===== src/hdl/iirdf1_pkg.sv =====
// shared types, constants and reset values for the direct form one iir filter
// no dependencies; used by the interfaces, the tap cell, the top level and the checker
package iirdf1_pkg;

  // fixed widths and register map
  localparam int COEF_BITS     = 16;
  localparam int MAX_TAPS      = 4;
  localparam int TAP_IDX_BITS  = $clog2(MAX_TAPS);
  localparam int NUM_REGS      = 2 * MAX_TAPS;
  localparam int CFG_IDX_BITS  = 4;

  // defaults handed to the top level parameters
  localparam int DEF_FF_TAPS        = 2;
  localparam int DEF_FB_TAPS        = 2;
  localparam int DEF_SAMPLE_BITS    = 16;
  localparam int DEF_COEF_FRAC_BITS = 13;

  typedef logic [CFG_IDX_BITS-1:0]     reg_idx_t;
  typedef logic signed [COEF_BITS-1:0] coef_t;

  // register indexes
  localparam reg_idx_t REG_FF_COEF_0 = reg_idx_t'(0);
  localparam reg_idx_t REG_FF_COEF_1 = reg_idx_t'(1);
  localparam reg_idx_t REG_FF_COEF_2 = reg_idx_t'(2);
  localparam reg_idx_t REG_FF_COEF_3 = reg_idx_t'(3);
  localparam reg_idx_t REG_FB_COEF_1 = reg_idx_t'(4);
  localparam reg_idx_t REG_FB_COEF_2 = reg_idx_t'(5);
  localparam reg_idx_t REG_FB_COEF_3 = reg_idx_t'(6);
  localparam reg_idx_t REG_FB_COEF_4 = reg_idx_t'(7);
  localparam reg_idx_t REG_LIMIT     = reg_idx_t'(NUM_REGS);

  // coefficient reset values, Q3.13
  localparam coef_t RST_FF_COEF [MAX_TAPS] = '{16'sd8192, 16'sd16384, 16'sd0, 16'sd0};
  localparam coef_t RST_FB_COEF [MAX_TAPS] = '{-16'sd8192, 16'sd8192, 16'sd0, 16'sd0};

  // control handed along the row of tap cells
  typedef struct packed {
    logic shift;
    logic clear;
  } tap_ctrl_t;

endpackage


===== src/hdl/iirdf1_tap_cell.sv =====
// one delay tap: holds a past sample, passes it to the next cell and weights it by its coefficient
// depends on iirdf1_pkg for the coefficient type and the control struct
module iirdf1_tap_cell #(
  parameter int SAMPLE_BITS = iirdf1_pkg::DEF_SAMPLE_BITS
) (
  input  logic                                              clk,
  input  logic                                              rst_n,
  input  iirdf1_pkg::tap_ctrl_t                             ctrl,
  input  logic signed [SAMPLE_BITS-1:0]                     smp_in,
  input  iirdf1_pkg::coef_t                                 coef,
  output logic signed [SAMPLE_BITS-1:0]                     smp_out,
  output logic signed [SAMPLE_BITS+iirdf1_pkg::COEF_BITS-1:0] prod
);

  logic signed [SAMPLE_BITS-1:0] smp_r;

  // delay register; clear wins over shift, so at end of block the register is cleared, not loaded
  always_ff @(posedge clk) begin
    if (!rst_n) begin
      smp_r <= '0;
    end else if (ctrl.clear) begin
      smp_r <= '0;
    end else if (ctrl.shift) begin
      smp_r <= smp_in;
    end
  end

  assign smp_out = smp_r;

  // tap product, full precision
  assign prod = coef * smp_r;

endmodule


===== config.mk =====
export PLATFORM = sky130hd
export DESIGN_NAME = iirdf1_tap_cell
export DESIGN_NICKNAME = d
export VERILOG_FILES = /design/src/hdl/iirdf1_pkg.sv /design/src/hdl/iirdf1_tap_cell.sv
export SDC_FILE = /design/constraint.sdc
export NUM_CORES = 1
export LEC_CHECK = 0
export ABC_CLOCK_PERIOD_IN_PS = 6000
export BUFFER_PORTS_ARGS = -buffer_cell sky130_fd_sc_hd__buf_2
export CAP_MARGIN = 20
export CORE_MARGIN = 2
export CORE_UTILIZATION = 35
export CTS_BUF_LIST = sky130_fd_sc_hd__clkbuf_8 sky130_fd_sc_hd__clkbuf_16
export DETAILED_ROUTE_END_ITERATION = 10
export PLACE_DENSITY = 0.6
export RECOVER_POWER = 100
export REMOVE_ABC_BUFFERS = 1
export SYNTH_ARGS = -nofsm -noshare
export SYNTH_HDL_FRONTEND = slang
export SYNTH_SLANG_ARGS = --single-unit

===== constraint.sdc =====
create_clock -name clk -period 6 [get_ports clk]
set_input_delay 0.6 -clock clk [delete_from_list [all_inputs] [get_ports clk]]
set_output_delay 0.6 -clock clk [all_outputs]
set_load 0.01 [all_outputs]

==> out/metrics.yaml, run 1 <==
outcome: "finished with violations"
violations: "setup timing"
cts_tree: "yes"
place_inst: 1725
synthArstFlopShare_pct: 0
use_met1_pct: 24.0
slowest_stage: "fa_1"
clk_pin_slew_ns: 0.05
largest_reg_flops: 16
pin_count: 84
fillers: 2894
ys_ff_latch: 16
cts.sinks: 16
power.internal_mw: 0.878
portBuffers: 83
pwr-share-clk_pct: 7.7
start_util_pct: 35.4
worst_path_largest_cell_delay_ns: 0.59
vias: 8039
synth-edff-count: 0
grt_util_met3_pct: 0.687
drt_iter0_drc: 254
drt-vias-per-instance: 4.60
grt_max_degree: 17
critPathKind: "input port to output pin"
hold_start: "smp_out[8]$_SDFFE_PP0P_"
die_height_um: 177
worstPathRequired_ns: 5.40
dr.pass1.iters: 4
use_met2_pct: 32.1
syn_avg_cell_area_um2: 9.18
htreeDepth: 1
final_cells: 1746
powerDensity_nw_per_um2: 125
r2r_slack_ns: 4.69
finalMaxSlewViolations: 0
critical_path.startpoint_type: "input port"
grt_util_all_layers_pct: 17.7
relSlewSlack_pct: 19.2
drc: 0
fp.dieW_um: 177
synth_warnings: 0
die_area_um2: 31200
fin_ws_ns: -0.566
r2r_end: "smp_out[0]$_SDFFE_PP0P_"
syn-cell-area_um2: 10400
synth_cell_types: 51
hpwl_um: 23500
grt_antenna_before_repair: 0
busiest_layer: "met2"
fmax_mhz: 152
drive_above_1_share_pct: 26.3
synth_ff_type: "dfxtp_1"
wirelength_um: 26300
place_ws_ns: -0.869
crit_fanout: 8
postRouteAntennaNets: 0
hold_ws_ns: 0.548
clockBufferDepth: 2
multi_input_area_um2: 9390
placed_area_um2: 12300
fin_crit_sh_pct: 109
r2r_cells: 3
max_cap_violations: 0
cts_buffers: 3
design_area_um2: 13300
ir_drop_v: 0.000161
root_buffer: "clkbuf_16"
core_area_um2: 29500
worstPathBufferInverterCount: 7
p_sw_mw: 0.781
cp.arrival_ns: 5.97
wire_per_inst_um: 15.1
hold_class: "flop to flop"
gp_congestion: 0.886
seqCellArea_um2: 348
fin_nets: 1738
hold_end: "smp_out[8]$_SDFFE_PP0P_"
grt_pass1_vias: 8727
path_delay_family: "adder cells"
rsz0062_at_grt: "yes"
worstHoldPathCells: 2
setup_violations: 18
reg2reg_from: "smp_out[0]$_SDFFE_PP0P_"
combPwrFrac_pct: 85.2
ys_seq_area_share_pct: 3.07
cpMostUsedCell: "fa_1"
antenna_cells: 0
hold_viol: 0
period_needed_ns: 6.57
synthCells: 1137
worstMarginPinSlew_ns: 1.21
switching_share_pct: 47.1
grt_pass1_wl_um: 44200
crit_path_end_kind: "output pin"
clock_skew_ns: 0
p_leak_nw: 6.98
areaGrowthSynthToFinish_pct: 27.1
seqPwrFrac_pct: 7.1
placementRows: 63
fin_tns_setup_ns: -6.59
crit_chain: "buf_12 -> buf_6 -> and2_4 -> fa_1 -> fa_1 -> fa_1 -> fa_1 -> fa_1 -> inv_2 -> fa_1 -> inv_2 -> ha_4 -> buf_6 -> nand4_1 -> nor2_2 -> nand2_2 -> a311o_2 -> nand3_4 -> buf_6 -> a31oi_4 -> xnor2_1 -> buf_2"
insertion_delay_ns: 0.24
grt_overflow: 0
cell usage in the layout (no fill, tap or decap), drive strengths merged, types with 2 or more instances in the layout:
cell / count
buf: 244
a21oi: 19
a311oi: 2
and3: 4
ha: 82
o21ai: 11
o2111ai: 2
o21bai: 4
a31oi: 4
clkbuf: 16
nand3b: 2
a21o: 14
dfxtp: 16
o211ai: 5
a211oi: 4
xnor2: 24
or4b: 2
mux2i: 16
nand2b: 7
nor3: 2
nand2: 128
xor2: 8
nor4: 2
nor2: 40
fa: 262
and2: 126
o21a: 4
nand4: 2
nand3: 4
inv: 286
and4: 2
power groups by stage:
stage	Sequential, mW	Combinational (mW)	Clock, mW
2_1_floorplan	0.123	0.716	0
6_report	0.118	1.41	0.127
3_5_place_dp	0.121	1.25	0
3_3_place_gp	0.121	1.25	0
5_1_grt	0.118	1.58	0.136
4_1_cts	0.119	1.40	0.129
metal layers:
layer / share of wire (%) / vias to the layer above
met5: 0 / -
met4: 1.2 / 0
met3: 2.6 / 14
met2: 52 / 122
met1: 44 / 4120
li1: - / 3783
tightest hold or removal path, delay by kind of cell, from the launching register on:
family / cells / cell delay, ns
muxes: 1 / 0.07
DFF: 1 / 0.37
and+or+nand+nor: 1 / 0.07
logic make-up after synthesis:
logic type	synth area share (%)
buffers and inverters	11.9
AOI/OAI and AO/OA	5.10
muxes	1.53
adders and majority gates	60.1
DFF	3.07
xor gates and xnor gates	2.69
and+or+nand+nor	15.6
Yosys cell counts (3+ instances only):
master,n,area (um^2)
inv_1,286,1070
fa_1,262,5250
nand2_1,128,480
and2_1,126,788
ha_1,82,1030
nor2_1,40,150
clkbuf_1,37,139
xnor2_1,24,210
a21oi_1,18,90.1
dfxtp_1,16,320
mux2i_1,16,160
a21o_1,12,90.1
o21ai_0,11,55.1
xor2_1,8,70.1
nand2b_1,7,43.8
a211oi_1,4,30.0
nand3_1,4,20.0
o21a_1,4,30.0
o21bai_1,4,30.0
a31oi_1,3,18.8
and3_1,3,18.8
o211ai_1,3,22.5
how the worst max path moves through the flow:
stage | start | to | slack [ns] | cells past startpoint
4_1_cts | coef[15] | prod[29] | -0.61 | 20
6_report | coef[5] | prod[24] | -0.57 | 22
2_1_floorplan | smp_out[7]$_SDFFE_PP0P_ | prod[29] | -0.32 | 19
3_5_place_dp | coef[8] | prod[25] | -0.87 | 21
3_3_place_gp | coef[9] | prod[25] | -0.83 | 21
5_1_grt | coef[15] | prod[31] | -0.76 | 22
area by class of cell:
class	instances	share of cell area, %
repair buffers	257	14.2
well taps	390	3.68
multi-input cells	794	70.8
inverters	286	8.10
flip-flops and latches	16	2.62
clock buffers	3	0.566
stage by stage:
stage	util, %	power [mW]
final	45.0	1.66
after global routing	45.0	1.83
after CTS	44.3	1.65
after detailed placement	41.9	1.37
after global placement	41.9	1.37
after floorplan	-	0.839
timing repair:
item	in CTS	in global routing
setup buffers	14	4
hold buffers	0	0
resized for setup	134	48
pin swaps	75	51
endpoints found under the hold margin	0	0
setup endpoints to repair	20	20
Note: power is estimated with default switching activity, not from simulation.
==> run 2, diff against run 1 <==
--- a/config.mk
+++ b/config.mk
@@ -14,2 +14,3 @@
 export DETAILED_ROUTE_END_ITERATION = 10
+export MAX_ROUTING_LAYER = met4
 export PLACE_DENSITY = 0.6
==> constraint.sdc (replaced) <==
create_clock -name clk -period 6 [get_ports clk]
set_input_delay 0 -clock clk [delete_from_list [all_inputs] [get_ports clk]]
set_output_delay 0 -clock clk [all_outputs]
set_load 0.01 [all_outputs]
==> out/metrics.yaml, run 2 (synthesis results as in run 1) <==
outcome: "finished with violations"  # unchanged
violations: "hold timing, setup timing"  # was setup timing
hpwl_um: 23000  # was 23500 um
clock_skew_ns: 0  # unchanged
vias: 7849  # was 8039
ir_drop_v: 0.000163  # was 0.000161 V
grt_overflow: 0  # unchanged
drive_above_1_share_pct: 19.2  # was 26.3%
worstMarginPinSlew_ns: 0.668  # was 1.21 ns
clockBufferDepth: 2  # unchanged
fp.dieW_um: 177  # unchanged
drt_iter0_drc: 352  # was 254
crit_start: "smp_out[4]$_SDFFE_PP0P_"  # was coef[5]
mostFrequentLayoutCell: "inv_1"  # unchanged
fin_tns_setup_ns: -0.00196  # was -6.59 ns
grt_pass1_wl_um: 43400  # was 44200 um
placementRows: 63  # unchanged
period_needed_ns: 6.00  # was 6.57 ns
cts_buffers: 3  # unchanged
die_height_um: 177  # unchanged
portBuffers: 83  # unchanged
insertion_delay_ns: 0.25  # was 0.24 ns
wire_per_inst_um: 15.9  # was 15.1 um
rsz0062_at_grt: "yes"  # unchanged
largest_reg_flops: 16  # unchanged
worstPathRequired_ns: 6.00  # was 5.40 ns
clk_pin_slew_ns: 0.06  # was 0.05 ns
cp.arrival_ns: 6.00  # was 5.97 ns
worstHoldPathCells: 3  # was 2
grt_max_degree: 18  # was 17
cts.sinks: 16  # unchanged
fin_ws_ns: -0.00196  # was -0.566 ns
pin_count: 84  # unchanged
hold_class: "input port to flop"  # was flop to flop
r2r_slack_ns: 4.94  # was 4.69 ns
grt_util_all_layers_pct: 18.0  # was 17.7%
finalMaxSlewViolations: 0  # unchanged
hold_start: "smp_in[10]"  # was smp_out[8]$_SDFFE_PP0P_
wirelength_um: 26300  # about the same
drt-vias-per-instance: 4.73  # was 4.60
place_inst: 1631  # was 1725
drc: 0  # unchanged
postRouteAntennaNets: 0  # unchanged
r2r_end: "smp_out[3]$_SDFFE_PP0P_"  # was smp_out[0]$_SDFFE_PP0P_
max_cap_violations: 0  # unchanged
relSlewSlack_pct: 55.5  # was 19.2%
die_area_um2: 31200  # unchanged
critPathKind: "flop to output pin"  # was input port to output pin
gp_congestion: 0.878  # was 0.886
most-common-layout-cells: "inv_1 (277), fa_1 (250), nand2_1 (125)"  # was inv_1 (277), fa_1 (249), buf_4 (151)
power.total_mw: 1.53  # was 1.66 mW
final_cells: 1659  # was 1746
crit_end: "prod[29]"  # was prod[24]
areaGrowthSynthToFinish_pct: 18.1  # was 27.1%
powerDensity_nw_per_um2: 124  # was 125 nW/um^2
setup_violations: 1  # was 18
fin_nets: 1648  # was 1738
reg2reg_from: "smp_out[3]$_SDFFE_PP0P_"  # was smp_out[0]$_SDFFE_PP0P_
fmax_mhz: 167  # was 152 MHz
p_leak_nw: 6.50  # was 6.98 nW
core_area_um2: 29500  # unchanged
fin_crit_sh_pct: 100  # was 109%
root_buffer: "clkbuf_16"  # unchanged
htreeDepth: 1  # unchanged
critical_path.startpoint_type: "flop"  # was input port
crit_path_end_kind: "output pin"  # unchanged
grt_pass1_vias: 8257  # was 8727
grt_antenna_before_repair: 1  # was 0
r2r_cells: 4  # was 3
dr.pass1.iters: 5  # was 4
cts_tree: "yes"  # unchanged
start_util_pct: 35.4  # unchanged
crit_fanout: 7  # was 8
hold_viol: 2  # was 0
hold_ws_ns: -0.00381  # was 0.548 ns
run 2: worst min-delay path by stage:
stage,end,slack (ns)
2_1_floorplan,smp_out[0]$_SDFFE_PP0P_,0.15
3_3_place_gp,smp_out[8]$_SDFFE_PP0P_,0.24
3_5_place_dp,smp_out[8]$_SDFFE_PP0P_,0.25
4_1_cts,smp_out[10]$_SDFFE_PP0P_,0.003
5_1_grt,smp_out[0]$_SDFFE_PP0P_,0.01
6_report,smp_out[10]$_SDFFE_PP0P_,-0.004
run 2: cell type report:
class / instances / area [um^2]
antenna: 2 / 5.00
clock buffer: 4 / 88.8
fill: 2992 / 17200
inverter: 286 / 1070
multi-input combinational: 794 / 9170
sequential: 16 / 367
tap: 390 / 488
timing repair buffer: 167 / 1130
run 2: critical path, cell delays in order (launching register included):
cell and delay [ns]:
dfxtp_4 0.37, and2_4 0.14, fa_1 0.53, inv_1 0.05
fa_2 0.55, fa_2 0.45, fa_1 0.54, inv_1 0.05
fa_1 0.47, fa_1 0.54, ha_4 0.22, a21o_1 0.18
a221o_1 0.34, a21oi_2 0.22, o211ai_4 0.14, buf_6 0.14
o31a_4 0.37, nor4_2 0.21, a311oi_2 0.08, buf_2 0.15
run 2: per-stage QoR:
step / utilization, % / area, um^2 / worst slack [ns]
3_3_place_gp: 39.5 / 11700 / 0.114
3_5_place_dp: 39.5 / 11700 / 0.00227
6_report: 41.8 / 12300 / -0.00196
5_1_grt: 41.8 / 12300 / -0.163
4_1_cts: 40.4 / 11900 / 0.0163
2_1_floorplan: - / 10300 / 0.276
run 2: timing repair:
action                                  4_1_cts  5_1_grt
buffers inserted                              2       15
pin swaps                                    10       45
hold buffers                                  5        0
resized for setup                            28       77
endpoints found under the hold margin         5        0
endpoints found under the setup margin       11       11
run 2: where the power goes:
part | switching, mW | internal (mW) | total, mW
Sequential | 0.00710 | 0.107 | 0.114
Combinational | 0.694 | 0.567 | 1.26
Clock | 0.0488 | 0.102 | 0.150
run 2: per-layer routing:
metal	global-route usage (%)	vias to the layer above	part of all wire, %
met2	31.7	160	53
li1	-	3608	-
met3	1.16	21	3.3
met1	23.2	4060	42
met5	-	-	0
met4	3.48	0	1.7
==> run 3, diff against run 2 <==
--- a/config.mk
+++ b/config.mk
@@ -18,2 +18,3 @@
 export REMOVE_ABC_BUFFERS = 1
+export SETUP_SLACK_MARGIN = 0.02
 export SYNTH_ARGS = -nofsm -noshare
@@ -21 +22,2 @@
 export SYNTH_SLANG_ARGS = --single-unit
+export TNS_END_PERCENT = 100
--- a/constraint.sdc
+++ b/constraint.sdc
@@ -3,2 +3,2 @@
 set_output_delay 0 -clock clk [all_outputs]
-set_load 0.01 [all_outputs]
+set_load 0.005 [all_outputs]
==> out/metrics.yaml, run 3 (synthesis results as in run 1) <==
worstMarginPinSlew_ns: 0.892  # was 0.668 ns
powerDensity_nw_per_um2: 116  # was 124 nW/um^2
wirelength_um: 25500  # was 26300 um
worstPathBufferInverterCount: 5  # was 4
fin_nets: 1639  # was 1648
htreeDepth: 1  # unchanged
die_area_um2: 31200  # unchanged
portBuffers: 83  # unchanged
fmax_mhz: 169  # was 167 MHz
grt_pass1_wl_um: 42600  # was 43400 um
cts_buffers: 3  # unchanged
crit_path_end_kind: "output pin"  # unchanged
cts.sinks: 16  # unchanged
largest_reg_flops: 16  # unchanged
clk_pin_slew_ns: 0.06  # about the same
postLayoutCoreUtil_pct: 40.7  # was 41.8%
hold_viol: 0  # was 2
postRouteAntennaNets: 0  # unchanged
gp_congestion: 0.865  # was 0.878
mostFrequentLayoutCell: "inv_1"  # unchanged
clockBufferDepth: 2  # unchanged
critical_path.startpoint_type: "flop"  # unchanged
areaGrowthSynthToFinish_pct: 15.1  # was 18.1%
drc: 0  # unchanged
drive_above_1_share_pct: 14.9  # was 19.2%
core_area_um2: 29500  # unchanged
worstPathRequired_ns: 6.00  # about the same
most-common-layout-cells: "inv_1 (281), fa_1 (252), nand2_1 (126)"  # was inv_1 (277), fa_1 (250), nand2_1 (125)
vias: 7777  # was 7849
path_delay_family: "adder cells"  # unchanged
ir_drop_v: 0.000160  # was 0.000163 V
dr.pass1.iters: 4  # was 5
slowest_stage: "fa_1"  # was fa_2
cts_tree: "yes"  # unchanged
grt_max_degree: 18  # unchanged
wire_per_inst_um: 15.5  # was 15.9 um
r2r_end: "smp_out[0]$_SDFFE_PP0P_"  # was smp_out[3]$_SDFFE_PP0P_
start_util_pct: 35.4  # unchanged
grt_util_met3_pct: 0.623  # was 1.16%
fillers: 3042  # was 2992
grt_pass1_vias: 8268  # was 8257
worstHoldPathCells: 3  # unchanged
fin_tns_setup_ns: 0  # was -0.00196 ns
setup_violations: 0  # was 1
die_height_um: 177  # unchanged
hold_start: "smp_in[10]"  # unchanged
fp.dieW_um: 177  # unchanged
period_needed_ns: 5.93  # was 6.00 ns
relSlewSlack_pct: 40.5  # was 55.5%
use_met1_pct: 22.7  # was 23.2%
max_cap_violations: 0  # unchanged
insertion_delay_ns: 0.25  # about the same
grt_overflow: 0  # unchanged
grt_util_all_layers_pct: 17.6  # was 18.0%
pin_count: 84  # unchanged
grt_antenna_before_repair: 1  # unchanged
critPathKind: "flop to output pin"  # unchanged
p_leak_nw: 6.37  # was 6.50 nW
placementRows: 63  # unchanged
hold_class: "input port to flop"  # unchanged
busiest_layer: "met2"  # unchanged
crit_chain: "and2_4 -> fa_1 -> inv_2 -> fa_1 -> fa_1 -> inv_2 -> fa_1 -> fa_1 -> inv_1 -> fa_1 -> inv_2 -> ha_4 -> and3_4 -> a221o_1 -> a21oi_2 -> o211ai_4 -> or2_1 -> a2111o_1 -> o211ai_2 -> buf_2"  # was and2_4 -> fa_1 -> inv_1 -> fa_2 -> fa_2 -> fa_1 -> inv_1 -> fa_1 -> fa_1 -> ha_4 -> a21o_1 -> a221o_1 -> a21oi_2 -> o211ai_4 -> buf_6 -> o31a_4 -> nor4_2 -> a311oi_2 -> buf_2
rsz0062_at_grt: "yes"  # unchanged
hold_end: "smp_out[10]$_SDFFE_PP0P_"  # unchanged
drt-vias-per-instance: 4.72  # was 4.73
fin_crit_sh_pct: 98.8  # was 100%
cp.arrival_ns: 5.93  # was 6.00 ns
finalMaxSlewViolations: 0  # unchanged
clock_skew_ns: 0  # unchanged
r2r_slack_ns: 4.55  # was 4.94 ns
r2r_cells: 3  # was 4
hpwl_um: 22700  # was 23000 um
use_met2_pct: 31.6  # was 31.7%
drt_iter0_drc: 354  # was 352
outcome: "finished, final reports clean"  # was finished with violations
root_buffer: "clkbuf_16"  # unchanged
cpMostUsedCell: "fa_1"  # unchanged
reg2reg_from: "smp_out[0]$_SDFFE_PP0P_"  # was smp_out[3]$_SDFFE_PP0P_
crit_fanout: 8  # was 7
hold_ws_ns: 0.00152  # was -0.00381 ns
worst_path_largest_cell_delay_ns: 0.56  # was 0.55 ns
==> run 3: cell types whose count changed in the layout (fill, tap and decap cells not counted), moves of 6 or more <==
cell / change
buf_4: -9
and2_0: +6
clkbuf_1: +16
buf_2: -10
==> run 3: cell type report <==
type	count	area, um^2	share of cell area, %
flip-flops and latches	16	349	2.91
inverters	286	1070	8.94
diodes	1	2.50	0.0208
multi-input cells	794	9030	75.2
well taps	390	488	4.06
clock buffers	4	88.8	0.740
repair buffers	158	981	8.17
==> run 3: report_power, final <==
group,internal [mW],switching (mW),leakage (nW)
sequential,0.108,0.00758,0.137
clock,0.102,0.0484,0.0442
combinational,0.512,0.610,6.19
==> run 3: what timing repair did <==
| item | 4_1_cts | 5_1_grt |
|---|---|---|
| hold endpoints to repair | 7 | 0 |
| setup endpoints to repair | 10 | 12 |
| hold buffers | 7 | 0 |
| resized for setup | 21 | 38 |
| setup buffers | 0 | 8 |
| pin swaps | 6 | 21 |
==> run 3: worst register-to-register path: stages, from the launching register on <==
cell,delay [ns]
dfxtp_1,0.41
clkbuf_1,0.70
mux2i_1,0.15
nor2_1,0.12
==> run 3: layer usage <==
metal / wire length, um / vias up
li1: - / 3582
met1: 11000 / 4030
met2: 13500 / 143
met3: 681 / 22
met4: 311 / 0
met5: 0 / -
==> run 3: worst max-delay path by stage <==
| stage | startpoint | endpoint | slack, ns | cells after the start |
|---|---|---|---|---|
| after floorplan | smp_out[7]$_SDFFE_PP0P_ | prod[25] | 0.35 | 20 |
| after global placement | smp_out[1]$_SDFFE_PP0P_ | prod[25] | 0.11 | 19 |
| after detailed placement | smp_out[7]$_SDFFE_PP0P_ | prod[25] | 0.06 | 21 |
| after CTS | smp_out[5]$_SDFFE_PP0P_ | prod[25] | -0.01 | 21 |
| after global routing | smp_out[7]$_SDFFE_PP0P_ | prod[25] | -0.15 | 20 |
| final | smp_out[4]$_SDFFE_PP0P_ | prod[25] | 0.07 | 20 |
==> run 3: per-stage QoR <==
stage | instance area [um^2] | cells | worst slack, ns | power [mW]
final | 12000 | 1649 | 0.0719 | 1.39
after global routing | 12000 | 1649 | -0.148 | 1.55
after CTS | 11900 | 1640 | -0.0129 | 1.39
after detailed placement | 11600 | 1629 | 0.0562 | 1.21
after global placement | 11600 | 1629 | 0.111 | 1.21
after floorplan | 10300 | 1096 | 0.350 | 0.799
